[src/sv/heading_maneuver_sequencer_assert.svh]
// ----------------------------------------------------------------------------
// Heading maneuver sequencer assertion macros
// Shared property wrappers for the sequencer's concurrent checks.
// ----------------------------------------------------------------------------
`ifndef HEADING_MANEUVER_SEQUENCER_ASSERT_SVH
`define HEADING_MANEUVER_SEQUENCER_ASSERT_SVH

// same-cycle implication, checked out of reset
`define HMS_ASSERT_SAME(label, clk, rst_n, ante, cons) \
    label: assert property (@(posedge clk) disable iff (!rst_n) (ante) |-> (cons)) \
        else $error("heading maneuver sequencer check failed");

// next-cycle implication, checked out of reset
`define HMS_ASSERT_NEXT(label, clk, rst_n, ante, cons) \
    label: assert property (@(posedge clk) disable iff (!rst_n) (ante) |=> (cons)) \
        else $error("heading maneuver sequencer check failed");

`endif

[src/sv/hms_pkg.sv]
`timescale 1ns / 1ps
// ----------------------------------------------------------------------------
// hms_pkg
// Types, codes and reset constants of the heading maneuver sequencer.
// ----------------------------------------------------------------------------
package hms_pkg;

    typedef enum logic [2:0] {
        MAN_STRAIGHT = 3'd0,
        MAN_REVERSE  = 3'd1,
        MAN_LEFTQ    = 3'd2,
        MAN_RIGHTQ   = 3'd3,
        MAN_NUDGE_L  = 3'd4,
        MAN_NUDGE_R  = 3'd5
    } t_maneuver;

    typedef enum logic [1:0] {
        ST_OK      = 2'd0,
        ST_BUSY    = 2'd1,
        ST_INVALID = 2'd2
    } t_status;

    // item kinds
    localparam logic FUNC_CMD    = 1'b0;
    localparam logic FUNC_SAMPLE = 1'b1;

    // command codes
    localparam logic [2:0] CMD_UP      = 3'd0;
    localparam logic [2:0] CMD_DOWN    = 3'd1;
    localparam logic [2:0] CMD_LEFT    = 3'd2;
    localparam logic [2:0] CMD_RIGHT   = 3'd3;
    localparam logic [2:0] CMD_NUDGE_L = 3'd4;
    localparam logic [2:0] CMD_NUDGE_R = 3'd5;

    // headings
    localparam logic [1:0] HDG_UP    = 2'd0;
    localparam logic [1:0] HDG_DOWN  = 2'd1;
    localparam logic [1:0] HDG_LEFT  = 2'd2;
    localparam logic [1:0] HDG_RIGHT = 2'd3;

    // configuration register indexes
    localparam logic [2:0] REG_STRAIGHT_DIST = 3'd0;
    localparam logic [2:0] REG_REVERSE_DIST  = 3'd1;
    localparam logic [2:0] REG_QUARTER_DIST  = 3'd2;
    localparam logic [2:0] REG_NUDGE_DIST    = 3'd3;
    localparam logic [2:0] REG_STRAIGHT_SPD  = 3'd4;
    localparam logic [2:0] REG_TURNING_SPD   = 3'd5;
    localparam logic [2:0] REG_DUTY_SCALE    = 3'd6;

    // register reset values
    localparam logic [15:0] RST_STRAIGHT_DIST = 16'd2000;
    localparam logic [15:0] RST_REVERSE_DIST  = 16'd1060;
    localparam logic [15:0] RST_QUARTER_DIST  = 16'd615;
    localparam logic [15:0] RST_NUDGE_DIST    = 16'd60;
    localparam logic [6:0]  RST_STRAIGHT_SPD  = 7'd35;
    localparam logic [6:0]  RST_TURNING_SPD   = 7'd70;
    localparam logic [7:0]  RST_DUTY_SCALE    = 8'd20;

    localparam logic [15:0] TICK_MAX = 16'hFFFF;

    // maneuver for a target heading given the current heading
    function automatic t_maneuver pick_maneuver(input logic [1:0] target,
                                                input logic [1:0] heading);
        t_maneuver m;
        m = MAN_STRAIGHT;
        if (target == heading) begin
            m = MAN_STRAIGHT;
        end else begin
            unique case (target)
                HDG_UP: begin
                    m = (heading == HDG_DOWN) ? MAN_REVERSE :
                        (heading == HDG_LEFT) ? MAN_RIGHTQ : MAN_LEFTQ;
                end
                HDG_DOWN: begin
                    m = (heading == HDG_UP)   ? MAN_REVERSE :
                        (heading == HDG_LEFT) ? MAN_LEFTQ : MAN_RIGHTQ;
                end
                HDG_LEFT: begin
                    m = (heading == HDG_UP)   ? MAN_LEFTQ :
                        (heading == HDG_DOWN) ? MAN_RIGHTQ : MAN_REVERSE;
                end
                default: begin
                    m = (heading == HDG_UP)   ? MAN_RIGHTQ :
                        (heading == HDG_DOWN) ? MAN_LEFTQ : MAN_REVERSE;
                end
            endcase
        end
        return m;
    endfunction

endpackage

[src/sv/heading_maneuver_sequencer.sv]
`timescale 1ns / 1ps
// ----------------------------------------------------------------------------
// heading_maneuver_sequencer
// Two-wheel maneuver sequencer: command and encoder beats in, drive beats out.
// ----------------------------------------------------------------------------
// Usage:
//   s_axis carries command beats (tuser 0) and encoder sample beats (tuser 1).
//   A command taken while idle starts a maneuver and sets both wheel duties and
//   directions; sample beats add left-encoder ticks until the maneuver's
//   distance is reached, which stops the wheels and flags done with the tag.
//   Every accepted beat yields exactly one m_axis beat with the drive state
//   after it, plus busy, done, heading and status.
//   A beat passes through the input register, then through the update logic
//   into the result register. Throughput is one beat per cycle while m_axis
//   does not stall; the result register frees up the same cycle its beat is
//   taken, so s_axis_tready follows m_axis_tready.
//   When m_axis stalls, the result holds, one more beat waits in the input
//   register, and then s_axis_tready drops.
//   The cfg channel is always ready; write it only while no beat is in flight.
//   Reset (synchronous, active low) empties both registers, sets heading up,
//   idle, zero ticks, and loads the default distances, speeds and scale.
// ----------------------------------------------------------------------------
module heading_maneuver_sequencer (
    input  logic        i_clk,
    input  logic        i_rst_n,
    // configuration writes
    input  logic        i_cfg_valid,
    output logic        o_cfg_ready,
    input  logic [2:0]  i_cfg_index,
    input  logic [15:0] i_cfg_data,
    // input beats
    input  logic        s_axis_tvalid,
    output logic        s_axis_tready,
    input  logic [39:0] s_axis_tdata,   // cmd_code[2:0], seq_tag[18:3], left_delta[34:19]
    input  logic [0:0]  s_axis_tuser,   // func[0]
    // result beats
    output logic        m_axis_tvalid,
    input  logic        m_axis_tready,
    output logic [55:0] m_axis_tdata    // left_duty[14:0], left_fwd[15], right_duty[30:16],
                                        // right_fwd[31], busy_res[32], done_res[33],
                                        // done_tag[49:34], heading_now[51:50], status[53:52]
);

    // configuration registers
    logic [15:0] r_straight_dist, r_reverse_dist, r_quarter_dist, r_nudge_dist;
    logic [6:0]  r_straight_spd, r_turning_spd;
    logic [7:0]  r_duty_scale;

    // input register
    logic        r_in_valid;
    logic        r_in_func;
    logic [2:0]  r_in_code;
    logic [15:0] r_in_tag;
    logic [15:0] r_in_delta;

    // sequencer state
    logic [1:0]        r_heading, n_heading;
    logic              r_active, n_active;
    hms_pkg::t_maneuver r_maneuver, n_maneuver;
    logic [2:0]        r_target, n_target;
    logic [15:0]       r_pending_tag, n_pending_tag;
    logic [15:0]       r_tick_total, n_tick_total;

    // result register
    logic        r_out_valid;
    logic [14:0] r_out_left_duty, n_out_left_duty;
    logic        r_out_left_fwd, n_out_left_fwd;
    logic [14:0] r_out_right_duty, n_out_right_duty;
    logic        r_out_right_fwd, n_out_right_fwd;
    logic        r_out_done, n_out_done;
    logic [15:0] r_out_done_tag, n_out_done_tag;
    hms_pkg::t_status r_out_status, n_out_status;

    // heading and busy are sampled into the result register alongside the rest
    logic [1:0] r_out_heading;
    logic       r_out_busy;

    logic advance;

    assign advance       = r_in_valid && (!r_out_valid || m_axis_tready);
    assign s_axis_tready = !r_in_valid || advance;
    assign o_cfg_ready   = 1'b1;

    assign m_axis_tvalid = r_out_valid;
    assign m_axis_tdata  = {2'b00, r_out_status, r_out_heading, r_out_done_tag, r_out_done,
                            r_out_busy, r_out_right_fwd, r_out_right_duty, r_out_left_fwd,
                            r_out_left_duty};

    // ---------------------------------------------------------------- update
    always_comb begin
        logic [16:0] sum;
        logic [15:0] span;
        logic        check;
        logic        finish;
        logic [14:0] duty;
        logic [6:0]  speed;

        n_heading     = r_heading;
        n_active      = r_active;
        n_maneuver    = r_maneuver;
        n_target      = r_target;
        n_pending_tag = r_pending_tag;
        n_tick_total  = r_tick_total;
        n_out_status  = hms_pkg::ST_OK;
        check         = 1'b0;
        finish        = 1'b0;
        sum           = {1'b0, r_tick_total} + {1'b0, r_in_delta};

        if (r_in_func == hms_pkg::FUNC_CMD) begin
            if (r_active) begin
                n_out_status = hms_pkg::ST_BUSY;
            end else if (r_in_code > hms_pkg::CMD_NUDGE_R) begin
                n_out_status = hms_pkg::ST_INVALID;
            end else begin
                n_target      = r_in_code;
                n_pending_tag = r_in_tag;
                n_tick_total  = '0;
                n_active      = 1'b1;
                check         = 1'b1;
                if (r_in_code == hms_pkg::CMD_NUDGE_L) begin
                    n_maneuver = hms_pkg::MAN_NUDGE_L;
                end else if (r_in_code == hms_pkg::CMD_NUDGE_R) begin
                    n_maneuver = hms_pkg::MAN_NUDGE_R;
                end else begin
                    n_maneuver = hms_pkg::pick_maneuver(r_in_code[1:0], r_heading);
                end
            end
        end else if (r_active) begin
            // saturate the tick total
            n_tick_total = sum[16] ? hms_pkg::TICK_MAX : sum[15:0];
            check        = 1'b1;
        end

        unique case (n_maneuver)
            hms_pkg::MAN_STRAIGHT: span = r_straight_dist;
            hms_pkg::MAN_REVERSE:  span = r_reverse_dist;
            hms_pkg::MAN_LEFTQ,
            hms_pkg::MAN_RIGHTQ:   span = r_quarter_dist;
            default:               span = r_nudge_dist;
        endcase

        // only a start or a counted sample can end the maneuver
        if (check && (n_tick_total >= span)) begin
            finish   = 1'b1;
            n_active = 1'b0;
            if (n_maneuver != hms_pkg::MAN_NUDGE_L && n_maneuver != hms_pkg::MAN_NUDGE_R) begin
                n_heading = n_target[1:0];
            end
        end

        n_out_done     = finish;
        n_out_done_tag = finish ? n_pending_tag : '0;

        speed = (n_maneuver == hms_pkg::MAN_STRAIGHT) ? r_straight_spd : r_turning_spd;
        duty  = 15'(speed * r_duty_scale);

        if (!n_active) begin
            n_out_left_duty  = '0;
            n_out_left_fwd   = 1'b0;
            n_out_right_duty = '0;
            n_out_right_fwd  = 1'b0;
        end else begin
            n_out_left_duty  = duty;
            n_out_right_duty = duty;
            if (n_maneuver == hms_pkg::MAN_STRAIGHT) begin
                n_out_left_fwd  = 1'b1;
                n_out_right_fwd = 1'b1;
            end else if (n_maneuver == hms_pkg::MAN_LEFTQ ||
                         n_maneuver == hms_pkg::MAN_NUDGE_L) begin
                n_out_left_fwd  = 1'b0;
                n_out_right_fwd = 1'b1;
            end else begin
                n_out_left_fwd  = 1'b1;
                n_out_right_fwd = 1'b0;
            end
        end
    end

    // ------------------------------------------------------------ registers
    always_ff @(posedge i_clk) begin
        if (!i_rst_n) begin
            r_straight_dist <= hms_pkg::RST_STRAIGHT_DIST;
            r_reverse_dist  <= hms_pkg::RST_REVERSE_DIST;
            r_quarter_dist  <= hms_pkg::RST_QUARTER_DIST;
            r_nudge_dist    <= hms_pkg::RST_NUDGE_DIST;
            r_straight_spd  <= hms_pkg::RST_STRAIGHT_SPD;
            r_turning_spd   <= hms_pkg::RST_TURNING_SPD;
            r_duty_scale    <= hms_pkg::RST_DUTY_SCALE;
        end else if (i_cfg_valid && o_cfg_ready) begin
            unique case (i_cfg_index)
                hms_pkg::REG_STRAIGHT_DIST: r_straight_dist <= i_cfg_data;
                hms_pkg::REG_REVERSE_DIST:  r_reverse_dist  <= i_cfg_data;
                hms_pkg::REG_QUARTER_DIST:  r_quarter_dist  <= i_cfg_data;
                hms_pkg::REG_NUDGE_DIST:    r_nudge_dist    <= i_cfg_data;
                hms_pkg::REG_STRAIGHT_SPD:  r_straight_spd  <= i_cfg_data[6:0];
                hms_pkg::REG_TURNING_SPD:   r_turning_spd   <= i_cfg_data[6:0];
                hms_pkg::REG_DUTY_SCALE:    r_duty_scale    <= i_cfg_data[7:0];
                default: ;
            endcase
        end
    end

    always_ff @(posedge i_clk) begin
        if (!i_rst_n) begin
            r_in_valid <= 1'b0;
        end else if (s_axis_tvalid && s_axis_tready) begin
            r_in_valid <= 1'b1;
        end else if (advance) begin
            r_in_valid <= 1'b0;
        end
        // hold the beat until it moves on
        if (s_axis_tvalid && s_axis_tready) begin
            r_in_func  <= s_axis_tuser[0];
            r_in_code  <= s_axis_tdata[2:0];
            r_in_tag   <= s_axis_tdata[18:3];
            r_in_delta <= s_axis_tdata[34:19];
        end
    end

    always_ff @(posedge i_clk) begin
        if (!i_rst_n) begin
            r_heading     <= hms_pkg::HDG_UP;
            r_active      <= 1'b0;
            r_maneuver    <= hms_pkg::MAN_STRAIGHT;
            r_target      <= hms_pkg::CMD_UP;
            r_pending_tag <= '0;
            r_tick_total  <= '0;
            r_out_valid   <= 1'b0;
        end else begin
            if (advance) begin
                r_heading     <= n_heading;
                r_active      <= n_active;
                r_maneuver    <= n_maneuver;
                r_target      <= n_target;
                r_pending_tag <= n_pending_tag;
                r_tick_total  <= n_tick_total;
                r_out_valid   <= 1'b1;
            end else if (m_axis_tready) begin
                r_out_valid <= 1'b0;
            end
        end
        if (advance) begin
            r_out_left_duty  <= n_out_left_duty;
            r_out_left_fwd   <= n_out_left_fwd;
            r_out_right_duty <= n_out_right_duty;
            r_out_right_fwd  <= n_out_right_fwd;
            r_out_busy       <= n_active;
            r_out_done       <= n_out_done;
            r_out_done_tag   <= n_out_done_tag;
            r_out_heading    <= n_heading;
            r_out_status     <= n_out_status;
        end
    end

    // ----------------------------------------------------------- assertions
`include "heading_maneuver_sequencer_assert.svh"

    `HMS_ASSERT_SAME(a_done_stops, i_clk, i_rst_n, r_out_valid && r_out_done,
        !r_out_busy && r_out_left_duty == '0 && r_out_right_duty == '0)
    `HMS_ASSERT_NEXT(a_busy_tracks_state, i_clk, i_rst_n, advance,
        r_out_busy == r_active && r_out_heading == r_heading)
    `HMS_ASSERT_NEXT(a_cmd_while_busy, i_clk, i_rst_n,
        advance && r_active && r_in_func == hms_pkg::FUNC_CMD,
        r_out_status == hms_pkg::ST_BUSY && r_active)
    `HMS_ASSERT_NEXT(a_nudge_keeps_heading, i_clk, i_rst_n,
        advance && r_active && (r_maneuver == hms_pkg::MAN_NUDGE_L ||
                                r_maneuver == hms_pkg::MAN_NUDGE_R),
        $stable(r_heading))

endmodule

[config.mk]
export PLATFORM = sky130hd
export DESIGN_NAME = heading_maneuver_sequencer
export DESIGN_NICKNAME = d
export VERILOG_FILES = /design/src/sv/hms_pkg.sv /design/src/sv/heading_maneuver_sequencer.sv
export VERILOG_INCLUDE_DIRS = /design/src /design/src/sv
export SDC_FILE = /design/constraint.sdc
export NUM_CORES = 1
export LEC_CHECK = 0
export BUFFER_PORTS_ARGS = -buffer_cell sky130_fd_sc_hd__buf_4
export CAP_MARGIN = 10
export CORE_MARGIN = 2
export CORE_UTILIZATION = 30
export CTS_BUF_LIST = sky130_fd_sc_hd__clkbuf_4 sky130_fd_sc_hd__clkbuf_8
export DETAILED_ROUTE_END_ITERATION = 12
export SYNTH_ARGS = -nofsm -noshare
export SYNTH_HDL_FRONTEND = slang
export SYNTH_SLANG_ARGS = --single-unit
[constraint.sdc]
create_clock -name i_clk -period 15.2 [get_ports i_clk]
set_input_delay 2.28 -clock i_clk [delete_from_list [all_inputs] [get_ports i_clk]]
set_output_delay 2.28 -clock i_clk [all_outputs]
set_load 0.03 [all_outputs]
; ---- Word-level counts from Yosys, hierarchy flattened
; Index checks and enable logic that the tools add are counted.
[op_classes]
eq_ne = 19
mul = 1
order_cmp = 2
n_reduce_logical = 24
addsub = 1
muxes = 48
[op_table]
columns = operator, count
row1 = $mux 16, 8
row2 = $pmux 16 s3, 1
row3 = $mux 2, 13
row4 = $mux 1, 19
row5 = $eq 3x3->1 const B, 6
row6 = $add 16x16->17, 1
row7 = $ge 16x16->1, 1
row8 = $mul 7x8->15, 1
row9 = $mux 3, 5
row10 = $reduce_and 2->1, 7
row11 = $eq 3x2->1 const B, 4
row12 = $mux 7, 1
row13 = $eq 3x1->1 const B, 2
row14 = $logic_not 3->1, 2
row15 = $ne 3x3->1 const B, 2
row16 = $pmux 2 s3, 1
row17 = $eq 2x1->1 const B, 2
row18 = $eq 2x2->1 const B, 2
row19 = $logic_and 1x1->1, 4
row20 = $logic_not 2->1, 2
row21 = $reduce_bool 2->1, 2
row22 = $reduce_or 2->1, 2
row23 = $gt 3x3->1 const B, 1
row24 = $logic_or 1x1->1, 3
row25 = other kinds (2), 3
[word_totals]
regBits = 203
out_inout_bits = 59
wordCells = 123

; ---- Logic depth before layout (Yosys ltp)
[depth]
depth_word = 16
ltp_mapped = 23
mapped_depth_nobuf = 23

; ---- Worst setup path after synthesis
; No wires, ideal clock.
[synth_timing]
path_kind = reg2reg
start = register r_heading[0]
end = register r_out_right_duty[13], data pin
arrival_time_ns = 5.978
setup_ns = 0.259
setup_slack_ns = 8.964
stages_incl_launch_ff = 21
synth_period_minus_slack_ns = 6.236
required_time_ns = 14.941
n_path_buf = 0
cell_sequence = dfxtp_1 -> inv_1 -> ha_1 -> nand2b_1 -> o22ai_2 -> a2bb2oi_4 -> nor3b_4 -> mux2i_1 -> nor2b_1 -> fa_1 -> inv_1 -> fa_1 -> fa_1 -> inv_1 -> fa_1 -> ha_1 -> or3_1 -> or3_1 -> a221oi_1 -> nor3_1 -> o31a_1
[synth_between]
elab_chain_cells = 16
[synth_lines]
columns = element, line_no
row1 = start: declaration, heading_maneuver_sequencer.sv:57  ; logic [1:0] r_heading, n_heading;
row2 = start signal: assignment, heading_maneuver_sequencer.sv:222  ; r_heading <= hms_pkg::HDG_UP;
row3 = start signal: assignment, heading_maneuver_sequencer.sv:231  ; r_heading <= n_heading;
row4 = $eq 2x1->1 / $eq 2x2->1 (equally long branches), -
row5 = $mux 2 (tied with other cells), hms_pkg.sv:84  ; (heading == HDG_DOWN) ? MAN_LEFTQ : MAN_REVERSE;
row6 = $mux 2 (on tied branches), -
row7 = $pmux 2 s3, hms_pkg.sv:69  ; unique case (target)
row8 = $mux 2 *, hms_pkg.sv:66  ; if (target == heading) begin
row9 = $mux 3 *, heading_maneuver_sequencer.sv:122  ; end else if (r_in_code == hms_pkg::CMD_NUDGE_R) begin
row10 = $mux 3 *, heading_maneuver_sequencer.sv:120  ; if (r_in_code == hms_pkg::CMD_NUDGE_L) begin
row11 = $mux 3 *, heading_maneuver_sequencer.sv:112  ; end else if (r_in_code > hms_pkg::CMD_NUDGE_R) begin
row12 = $mux 3 *, heading_maneuver_sequencer.sv:110  ; if (r_active) begin
row13 = $mux 3 *, heading_maneuver_sequencer.sv:109  ; if (r_in_func == hms_pkg::FUNC_CMD) begin
row14 = branches (longest 6 deep; another with $mul 7x8->15), -
row15 = end signal: assignment, heading_maneuver_sequencer.sv:245  ; r_out_right_duty <= n_out_right_duty;
row16 = end: declaration, heading_maneuver_sequencer.sv:68  ; logic [14:0] r_out_right_duty, n_out_right_duty;
; Every way passes the cells marked *.
; A chain may end at the register's enable or synchronous reset.

; ---- Worst setup path after layout
[layout_timing]
start = register r_active
end = register r_out_right_duty[13], data pin
[layout_between]
elab_chain_cells = 8
[layout_lines]
columns = element, line_no
row1 = start: declaration, heading_maneuver_sequencer.sv:58  ; logic r_active, n_active;
row2 = start signal: assignment, heading_maneuver_sequencer.sv:232  ; r_active <= n_active;
row3 = branches (longest 8 deep; another with $mul 7x8->15), -
; Several ways; the timed one is not identified.

==> flow_metrics.env <==
export IMPL_status="finished, final reports clean"
export IMPL_ys_ff_latch=203
export IMPL_max_stage_delay_ns=0.83
export IMPL_vdd_ir_drop_max_v=0.0000417
export IMPL_initial_core_util=0.305
export IMPL_rsz0062_at_grt="false"
export IMPL_vias=9150
export IMPL_fp_dieH_um=200
export IMPL_p_leak_uw=0.00546
export IMPL_n_fill_cell=3953
export IMPL_grt_first_pass_wirelength_um=46100
export IMPL_synthToLayoutAreaGrowth_pct=17.6
export IMPL_power_switching_uw=375
export IMPL_fin_worst_skew_ns=0.0154
export IMPL_cts_sinks=203
export IMPL_diodes=0
export IMPL_comb_power_share=0.164
export IMPL_worstPathCellList="nor3_2 > o21ai_2 > a2bb2oi_4 > buf_4 > nor3b_4 > mux2i_1 > nor2b_1 > fa_1 > inv_1 > fa_1 > fa_1 > inv_1 > fa_1 > ha_1 > or3_1 > or3_1 > a221oi_1 > nor3_1 > o31a_1"
export IMPL_track_usage=0.145
export IMPL_vias_per_cell=4.85
export IMPL_period_share=0.487
export IMPL_fmax_mhz=135
export IMPL_design_core_area_um2=37700
export IMPL_hold_slack_ns=0.461
export IMPL_fin_tns_setup_ns=0
export IMPL_synth_cells=1250
export IMPL_routedWlPerCell_um=15.2
export IMPL_gr_total_overflow=0
export IMPL_synth_edff_count=75
export IMPL_cts_max_level=2
export IMPL_crit_required_ns=15.48
export IMPL_wl_um=28700
export IMPL_post_cts_buffers=0
export IMPL_drive_above_1_share=0.154
export IMPL_swShare=0.275
export IMPL_crit_arrival_ns=7.67
export IMPL_p_clk_frac=0.396
export IMPL_critPathSlowestCell="dfxtp_1"
export IMPL_initialDrtViolationCount=520
export IMPL_setup_viol=0
export IMPL_antenna_found_initial=0
export IMPL_hold_viol_final=0
export IMPL_drt_pass1_iterations=7
export IMPL_drc=0
export IMPL_multiInputGateArea_um2=6190
export IMPL_cts_buffers_inserted=38
export IMPL_slew_headroom=0.298
export IMPL_period_needed_ns=7.39
export IMPL_max_slew_worst_pin_slew_ns=1.05
export IMPL_tritoncts="built"
export IMPL_critPathMaxFanout=37
export IMPL_first_global_vias=8825
export IMPL_crit_path_frequent_cell="fa_1"
export IMPL_cts_max_path_buffers=3
export IMPL_pre_cts_slack_ns=7.79
export IMPL_rows=71
export IMPL_start_kind="flop"
export IMPL_cts_resized=0
export IMPL_cp_end_kind="flop"
export IMPL_worstSetupPathType="flop to flop"
export IMPL_die_x_um=200
export IMPL_place_gp_congestion=0.816
export IMPL_ys_warn_count=0
export IMPL_ys_types=67
export IMPL_slew_viol_final=0
export IMPL_place_hpwl_um=19700
export IMPL_clk_latency_ns=0.53
export IMPL_ff_latch_area_um2=4810
export IMPL_pwr_density_cell_nw_per_um2=101
export IMPL_holdBufCountCts=0
export IMPL_fin_ws_ns=7.81
export IMPL_seq_power_share=0.440
export IMPL_io_buffers=115
export IMPL_io_pins=124
export IMPL_nets=1511
export IMPL_internal_power_uw=987
export IMPL_drtAntennaViolNets=0
export IMPL_cts_root_buf="clkbuf_8"
export IMPL_grt_max_degree=111
export IMPL_yosysSeqAreaShare=0.419
export IMPL_fp_dieArea_um2=39900
export IMPL_hold_class="flop to flop"
export IMPL_async_flop_share=0
export IMPL_synth_area_per_cell_um2=9.19
export IMPL_dominantRegCellSynth="dfxtp_1"
export IMPL_cap_violations=0
export IMPL_clk_pin_slew_ns=0.05
export IMPL_syn_cell_area_um2=11500
layout make-up:
type	count	area share
timing repair buffer	128	0.0714
multi-input combinational	941	0.458
clock buffer	59	0.0522
inverter	36	0.0100
clock inverter	9	0.00500
tap	511	0.0473
sequential	203	0.356
layer usage:
| metal | GRT usage | part of all wire | vias up | routed length, um |
|---|---|---|---|---|
| met5 | 0 | 0 | - | 0 |
| met4 | 0.0466 | 0.022 | 0 | 631 |
| met3 | 0.0270 | 0.053 | 49 | 1520 |
| met2 | 0.245 | 0.47 | 229 | 13500 |
| met1 | 0.186 | 0.45 | 4344 | 13000 |
| li1 | - | - | 4528 | - |
registers in the layout (all words and copies together), names as in the netlist, 2 cells and up:
| signal | cells |
|---|---|
| r_straight_spd | 7 |
| r_heading | 2 |
| r_nudge_dist | 16 |
| r_reverse_dist | 16 |
| r_maneuver | 3 |
| r_pending_tag | 16 |
| r_in_tag | 16 |
| r_out_heading | 2 |
| r_out_status | 2 |
| r_straight_dist | 16 |
| r_out_right_duty | 15 |
| r_target | 2 |
| r_duty_scale | 8 |
| r_tick_total | 16 |
| r_in_delta | 16 |
| r_quarter_dist | 16 |
| r_turning_spd | 7 |
| r_out_done_tag | 16 |
| r_in_code | 3 |
placed cells by master, fill, tap and decap left out, types with 12 or more instances in the layout:
master	Yosys	layout
ha_1	68	68
nor2b_1	33	33
inv_1	35	35
and2_1	30	29
nand2b_1	12	12
nand3_1	37	37
buf_4	24	127
mux2i_1	24	24
clkbuf_4	0	17
o21ai_0	33	33
clkbuf_8	0	42
nand2_1	301	301
a21boi_0	79	79
nor2_1	59	58
edfxtp_1	75	75
a211oi_1	24	24
fa_1	30	30
a21oi_1	61	61
nor3_1	12	12
dfxtp_1	128	128
critical path, delay by kind of cell, from the launching register on:
family / cells / cell delay [ns]
adder cells (fa/ha/maj): 5 / 2.29
AND/OR/NAND/NOR: 6 / 1.76
AO/OA/AOI/OAI: 4 / 1.01
flip-flops: 1 / 0.83
multiplexers: 1 / 0.75
buffers and inverters: 3 / 0.46
synthesized netlist by cell type (all sizes together), types with 2 or more instances:
master	instances	area share
and2	30	0.016
xor2	11	0.0084
clkbuf	45	0.015
inv	35	0.011
or2	3	0.0016
nor3	13	0.0061
a221oi	4	0.0030
mux2	6	0.0072
nand3	37	0.016
nor2	59	0.019
and3b	3	0.0023
o21ai	36	0.016
o22ai	9	0.0054
xnor2	11	0.0084
a211oi	25	0.017
o31a	3	0.0023
nor4	4	0.0035
dfxtp	128	0.22
nand2b	12	0.0065
mux2i	24	0.021
a2bb2oi	2	0.0031
or3	4	0.0022
fa	30	0.052
o211a	2	0.0017
o21a	8	0.0052
edfxtp	75	0.20
a31oi	4	0.0022
nor2b	33	0.018
o221a	2	0.0020
a21oi	61	0.027
conb	2	0.00065
ha	68	0.074
and3	6	0.0033
o211ai	9	0.0059
a21o	8	0.0052
nor3b	5	0.0042
o31ai	5	0.0033
o221ai	6	0.0046
a21boi	79	0.052
buf	26	0.017
a211o	2	0.0015
nand2	301	0.098
path summary, 6_finish.rpt:
path / startpoint / to / slack, ns / depth (start not counted)
setup / recovery: r_active$_SDFFE_PN0P_ / r_out_right_duty[13]$_SDFFCE_PN0P_ / 7.81 / 19
hold / removal: r_pending_tag[5]$_SDFFE_PN0P_ / r_pending_tag[5]$_SDFFE_PN0P_ / 0.46 / 2
setup reg to reg: r_active$_SDFFE_PN0P_ / r_out_right_duty[13]$_SDFFCE_PN0P_ / 7.81 / 19
hold reg to reg: r_pending_tag[5]$_SDFFE_PN0P_ / r_pending_tag[5]$_SDFFE_PN0P_ / 0.46 / 2
power by group through the flow:
| stage | clock network [uW] | logic [uW] | registers [uW] |
|---|---|---|---|
| global route | 582 | 252 | 602 |
| CTS | 556 | 226 | 600 |
| detailed placement | 0 | 225 | 611 |
| floorplan | 0 | 152 | 616 |
| finish | 538 | 223 | 599 |
| global placement | 0 | 221 | 610 |
per-stage QoR:
stage	total power [uW]	instance area (um^2)	cells	utilization
after CTS	1380	13500	1886	0.358
after global placement	831	12700	1818	0.338
final	1360	13500	1887	0.359
after floorplan	768	11500	1251	-
after global routing	1430	13500	1887	0.359
after detailed placement	836	12700	1818	0.338
cell families (layout without fill, tap and decap cells):
family,count (synthesis),count (layout),synth area share
AND/OR/NAND/NOR,514,514,0.201
flip-flops,203,203,0.419
AO/OA/AOI/OAI,273,273,0.163
adder cells (fa/ha/maj),98,98,0.126
multiplexers,31,31,0.0301
buffers and inverters,107,232,0.0430
XOR/XNOR,22,22,0.0168
other,2,3,0.000654
No activity file was read; power rests on OpenSTA's default activity.
